<file path="src/rtl/bsc_pkg.sv">
// Shared types, constants and helpers of the barometric compensation block.
`default_nettype none
package bsc_pkg;

  localparam logic [19:0] SkipCode = 20'h80000;
  localparam logic signed [63:0] SatMax = 64'sh7FFF_FFFF_FFFF_FFFF;
  localparam int QueueDepth = 2;
  localparam int PressHigh = 28160000;

  localparam logic [1:0] StatOk = 2'd0;
  localparam logic [1:0] StatSkip = 2'd1;
  localparam logic [1:0] StatDivZero = 2'd2;

  typedef enum logic [1:0] {
    RegTempCalib,
    RegPressA,
    RegPressB,
    RegPressC
  } reg_idx_e;

  typedef enum logic [4:0] {
    StIdle, StT0, StT1, StT2, StT3, StT4,
    StM1, StM2, StM3, StM4, StM5, StM6, StM7,
    StM8, StM9, StM10, StM11, StM12, StM13, StM14,
    StDiv, StF1, StF2, StF3
  } step_e;

  typedef struct packed {
    logic [19:0] temp_raw;
    logic [19:0] press_raw;
    logic        skip;
  } req_t;

  typedef struct packed {
    logic               start;
    logic signed [63:0] a;
    logic signed [63:0] b;
  } op_req_t;

  function automatic logic [63:0] mag64(input logic signed [63:0] x);
    logic [63:0] r;
    r = x[63] ? 64'(-x) : 64'(x);
    return r;
  endfunction

  function automatic logic signed [63:0] sat_add(input logic signed [63:0] a,
                                                 input logic signed [63:0] b);
    logic signed [64:0] s;
    logic signed [64:0] hi;
    s = {a[63], a} + {b[63], b};
    hi = {1'b0, SatMax};
    if (s > hi) begin
      return SatMax;
    end else if (s < -hi) begin
      return -SatMax;
    end
    return s[63:0];
  endfunction

endpackage
`default_nettype wire

</file>
<file path="src/rtl/bsc_front.sv">
// Request intake: skip detection and a short queue toward the compute sequencer.
`default_nettype none
module bsc_front (
  input  wire logic          clk_i,
  input  wire logic          rst_ni,
  input  wire logic          start_i,
  input  wire logic [19:0]   temp_raw_i,
  input  wire logic [19:0]   press_raw_i,
  output logic               busy_o,
  input  wire logic          pop_i,
  output logic               valid_o,
  output bsc_pkg::req_t      req_o
);

  localparam int PtrW = (bsc_pkg::QueueDepth > 1) ? $clog2(bsc_pkg::QueueDepth) : 1;
  localparam int CntW = $clog2(bsc_pkg::QueueDepth + 1);

  bsc_pkg::req_t       mem_q [bsc_pkg::QueueDepth];
  logic [PtrW-1:0]     wptr_q, wptr_d, rptr_q, rptr_d;
  logic [CntW-1:0]     cnt_q, cnt_d;
  logic                push, pop;
  bsc_pkg::req_t       entry;

  assign busy_o  = (cnt_q == CntW'(bsc_pkg::QueueDepth));
  assign valid_o = (cnt_q != '0);
  assign push    = start_i && !busy_o;
  assign pop     = pop_i && valid_o;
  assign req_o   = mem_q[rptr_q];

  always_comb begin
    entry.temp_raw  = temp_raw_i;
    entry.press_raw = press_raw_i;
    entry.skip      = (temp_raw_i == bsc_pkg::SkipCode) || (press_raw_i == bsc_pkg::SkipCode);
    wptr_d = wptr_q;
    rptr_d = rptr_q;
    cnt_d  = cnt_q;
    if (push) begin
      wptr_d = (wptr_q == PtrW'(bsc_pkg::QueueDepth - 1)) ? '0 : wptr_q + PtrW'(1);
    end
    if (pop) begin
      rptr_d = (rptr_q == PtrW'(bsc_pkg::QueueDepth - 1)) ? '0 : rptr_q + PtrW'(1);
    end
    if (push && !pop) begin
      cnt_d = cnt_q + CntW'(1);
    end else if (pop && !push) begin
      cnt_d = cnt_q - CntW'(1);
    end
  end

  always_ff @(posedge clk_i or negedge rst_ni) begin
    if (!rst_ni) begin
      wptr_q <= '0;
      rptr_q <= '0;
      cnt_q  <= '0;
    end else begin
      wptr_q <= wptr_d;
      rptr_q <= rptr_d;
      cnt_q  <= cnt_d;
    end
  end

  always_ff @(posedge clk_i) begin
    if (push) begin
      mem_q[wptr_q] <= entry;
    end
  end

`ifndef SYNTHESIS
  a_cnt_bound: assert property (@(posedge clk_i) disable iff (!rst_ni)
    cnt_q <= CntW'(bsc_pkg::QueueDepth)) else $error("queue count overflow");
  a_cnt_grow: assert property (@(posedge clk_i) disable iff (!rst_ni)
    (push && !pop) |=> (cnt_q == $past(cnt_q) + CntW'(1))) else $error("queue count slip");
`endif

endmodule
`default_nettype wire

</file>
<file path="config.mk">
export PLATFORM = sky130hd
export DESIGN_NAME = bsc_front
export DESIGN_NICKNAME = d
export VERILOG_FILES = /design/src/rtl/bsc_pkg.sv /design/src/rtl/bsc_front.sv
export SDC_FILE = /design/constraint.sdc
export NUM_CORES = 1
export LEC_CHECK = 0
export BUFFER_PORTS_ARGS = -buffer_cell sky130_fd_sc_hd__buf_2
export CAP_MARGIN = 15
export CORE_UTILIZATION = 32
export CTS_CLUSTER_SIZE = 14
export DETAILED_ROUTE_END_ITERATION = 10
export GPL_TIMING_DRIVEN = 0
export PLACE_DENSITY = 0.5
export SYNTH_ARGS = -nofsm -noshare
export SYNTH_HDL_FRONTEND = slang
export SYNTH_SLANG_ARGS = --single-unit
</file>
<file path="constraint.sdc">
create_clock -name clk_i -period 6 [get_ports clk_i]
set_clock_uncertainty 0.15 [all_clocks]
set_input_delay 0.6 -clock clk_i [delete_from_list [all_inputs] [get_ports clk_i]]
set_output_delay 0.6 -clock clk_i [all_outputs]
set_load 0.01 [all_outputs]
</file>
After elaboration in Yosys (flattened, before gate mapping)
Memory sizes are Yosys's and may differ from the RTL's.
Cells that the tools add are included.
{ "word_totals": {"ff_bits": 4, "latchBits": 0, "ramBits": 82, "rom_bits": 0, "input_bits": 44, "output_inout_bits": 43, "elab_cells": 27, "n_memories": 1} }
{ "memory_table": {"columns": ["memory", "depth", "width", "rd", "rd_ports_with_merged_regs", "write_ports", "line_no", "source"], "rows": [
  ["mem_q", 2, 41, 1, 0, 1, "bsc_front.sv:18", "bsc_pkg::req_t mem_q [bsc_pkg::QueueDepth];"]
]} }
{ "classes": {"add_sub_neg": 4, "n_mul": 0, "n_div": 0, "order_cmp": 0, "eq_ne": 3, "shifts": 0, "mux": 6, "bitwise": 0, "reduce_logical": 10} }
{ "op_table": {"columns": ["op", "count"], "rows": [
  ["$eq 20x20->1 const B", 2],
  ["$logic_and 1x1->1", 4],
  ["$mux 1", 4],
  ["$mux 2", 2],
  ["$reduce_bool 2->1", 2],
  ["$logic_not 1->1", 3],
  ["$add 1x1->1 const B", 2],
  ["$add 2x1->2 const B", 1],
  ["$eq 2x2->1 const B", 1],
  ["$sub 2x1->2 const B", 1],
  ["$logic_or 1x1->1", 1]
]} }

Logic depth before layout (Yosys ltp)
{ "depth": {"word_depth": 7, "ltp_mapped": 7, "depth_no_buf": 7} }

Worst setup path after synthesis
No wires, ideal clock.
{ "synth_path": {"kind": "input-to-reg", "startpoint": "input start_i", "endpoint": "memory mem_q[0][0] in the netlist's numbering (enable)", "setup_ps": 439, "t_arrival_ps": 2415, "required_time_ps": 5411, "path_slack_ps": 2996, "path_stages": 2, "path_buffers": 0, "path_cell_list": "nand2_1 > nor2_1"} }
{ "synth_between": {"elab_chain_cells": 3} }
{ "synth_lines": {"columns": ["item", "line_no", "source"], "rows": [
  ["start: declaration", "bsc_front.sv:6", "input wire logic start_i,"],
  ["$logic_and 1x1->1", "bsc_front.sv:26", "assign push = start_i && !busy_o;"],
  ["$mux 1", "bsc_front.sv:63", "if (push) begin"],
  ["$mux 1 (not written as such)", "bsc_front.sv:64", "mem_q[wptr_q] <= entry;"],
  ["end: declaration", "bsc_front.sv:18", null]
]} }
No other way between the ends.

==> key figures <==
Run status
  • Status: completed

Placed design
  • Routability Congestion: 0.6725
  • Cells after DPL: 386
  • Port bufs: 86
  • Detailed Place HPWL: 4.390 mm

Synthesis
  • Yosys top cell area share: 71.30%
  • #FFs+latches synth: 86
  • Post-Syn Area per Cell: 21.32 sq um
  • Cell Area, Synth: 3453 sq um
  • Synth Flop Type: edfxtp_1
  • Synth Instances: 162
  • Post-synth ARST share: 4.651%
  • Synth top area cells: edfxtp_1, mux2_4, dfrtp_1
  • Synth area leader: edfxtp_1
  • Syn nets: 207
  • Sequential fraction of the synthesis area: 74.20%
  • Post-synthesis cell type count: 20
  • EDFF count, synth: 82
  • YS warnings: 0

Setup path
  • Worst setup EP type: primary output
  • CP max stage cell: dfrtp_1
  • CP Cell Sequence: buf_6 > buf_12 > mux2_4 > buf_2
  • Max incr delay on CP: 380 ps
  • R2r setup slk: 4010 ps
  • CP Buf/Inv Count: 3
  • Crit Path Max Fanout: 10
  • Worst EP required: 5250 ps
  • Crit path launch type: flop
  • Critical setup path kind: flop to primary output
  • CP delay by family, top: buffers and inverters
  • Critical path arrival: 1470 ps

Clock tree
  • Clock latency on the worst-skew pair: 340 ps
  • CTS max path bufs: 2
  • Num CTS Buffers: 9
  • H-tree levels: 3
  • CTS clk-pin slew, worst paths: 80 ps
  • Post-CTS Setup Inserts: 0
  • Clock tree sinks: 86
  • Root Buffer: clkbuf_8
  • CTS tree: done

Power and ir drop
  • Max VDD drop: 0.2466 mV
  • PwrDens: 474.1 nW/um^2
  • Static Leak: 1.710 nW

Cells and area
  • Most common cell after layout, fill and taps aside: buf_2
  • Finished Layout Cells: 403
  • Syn-to-layout area delta: 25.25%
  • Nets: 307
  • Layout cells sized above 1: 56.55%
  • Diode count: 0
  • FILL cells: 974
  • Commonest non-fill, non-tap cells in the layout: buf_2, edfxtp_1, mux2_4, clkbuf_8, nor4_1

Timing
  • Final TNS setup: 0 ps
  • RSZ-0062 raised after global routing: false
  • Hold Fails Final Rpt: 0
  • Max Fclk: 0.4502 GHz
  • Slew @ Worst Pin: 648.5 ps
  • Fin crit share: 37.02%
  • Slew Viols, Final: 0
  • Final setup vio count: 0
  • Min cycle time layout: 2221 ps
  • Normalized max-slew margin: 56.66%

Floorplanning
  • Die Wd: 105.9 um
  • I/O Pins: 87
  • Site row count: 37
  • Die area: 11210 sq um
  • Starting Density: 33.15%
  • Die height: 105.9 um
  • Core area: 10420 sq um

Route
  • Via density: 4.452
  • Post-Route WL: 6.335 mm
  • Pre-antenna DRT Iters: 4
  • DRC errors left: 0
  • DRT iter0 DRCs: 42
  • Routed vias: 1794
  • WL per Instance: 15.72 um
  • Detail Route Antenna Nets: 0

Global routing
  • Initial antenna violation count: 0
  • Grt ovf: 0
  • First-pass GRT wire length: 9.549 mm
  • Number of global-route vias before repair: 1805
  • Total track usage: 11.79%
  • Largest net degree at the start of global routing: 28

Min path
  • Worst min-delay path category: primary input to flop

Job
  • Max-cap check violation count: 0
==> report_power, final <==
| part | internal (mW) | switching, mW | total, mW |
|---|---|---|---|
| Sequential | 0.821 | 0.0383 | 0.859 |
| Combinational | 0.401 | 0.362 | 0.763 |
| Clock | 0.232 | 0.198 | 0.429 |
| Total | 1.45 | 0.598 | 2.05 |
==> kinds of logic (layout without fill, tap and decap cells) <==
family / after synthesis / in the layout / share of synthesized area, %
flops: 86 / 86 / 74.20
mux: 41 / 41 / 17.61
simple gates: 21 / 21 / 3.515
buf+inv: 7 / 112 / 2.862
xor+xnor: 5 / 5 / 1.268
fa+ha+maj: 1 / 1 / 0.3623
compound gates: 1 / 1 / 0.1813
==> worst register-to-register path: cells and delay by family, from the launching register on <==
kind,cells,cell delay (ps)
buffers and inverters,1,270
flip-flops,1,420
AND/OR/NAND/NOR,3,840
==> stage by stage <==
stage / cell area (sq um) / hold WS (ps) / util [%] / worst slack (ps) / power, mW
after global routing: 4325 / 279.9 / 41.53 / 3712 / 2.158
after floorplan: 3453 / 154.4 / - / 2996 / 1.396
after global placement: 4054 / 264.1 / 38.92 / 1666 / 1.636
final: 4325 / 302.5 / 41.53 / 3779 / 2.051
after detailed placement: 4103 / 261.1 / 39.39 / 3867 / 1.656
after CTS: 4325 / 280.0 / 41.53 / 3748 / 2.089
==> path summary, 6_finish.rpt <==
kind | endpoint | start | cells after the start
worst max-delay path | req_o[6] | rptr_q | 4
worst min-delay path | mem_q[1][22] | temp_raw_i[1] | 1
worst max register to register | mem_q[0][19] | cnt_q[0] | 4
worst min register to register | cnt_q[1] | cnt_q[1] | 1
max in group asynchronous | rptr_q | rst_ni | 2
min in group asynchronous | wptr_q | rst_ni | 2
==> cell type report <==
type                            count  area (sq um)  share of cell area (%)
Buffer                              5         91.34                   2.112
Clock buffer                        9         123.9                   2.864
Clock inverter                      7         88.84                   2.054
Inverter                            2         7.507                  0.1736
Multi-Input combinational cell     69         800.8                   18.51
Sequential cell                    86          2562                   59.24
Tap cell                          136         170.2                   3.934
Timing Repair Buffer               89         480.5                   11.11
==> repair_timing <==
action                                 in CTS  in global routing
hold buffers                                1                  0
endpoints found under the hold margin       4                  0
gates resized for setup                     0                  0
==> routing by layer <==
| layer | wire length, um | share of wire, % | track usage, % |
|---|---|---|---|
| met1 | 2783 | 44 | 14.27 |
| met2 | 3171 | 50 | 19.37 |
| met3 | 268 | 4.2 | 2.907 |
| met5 | 0 | 0 | 0 |
| met4 | 112 | 1.8 | 6.250 |
==> flip-flops by register name (all words and copies together) (netlist names) <==
register / cells
rptr_q: 1
mem_q: 82
cnt_q: 2
wptr_q: 1
==> synth_stat cells, types with 2 or more instances <==
master and number:
mux2_2 2, nor4b_1 2, nand3_1 2, nand2_1 3
xor2_1 2, inv_1 2, mux2_4 39, dfrtp_1 4
nor2_1 2, nor4_1 8, buf_12 4, edfxtp_1 82
xnor2_1 3
(Power assumes the default switching activity.)
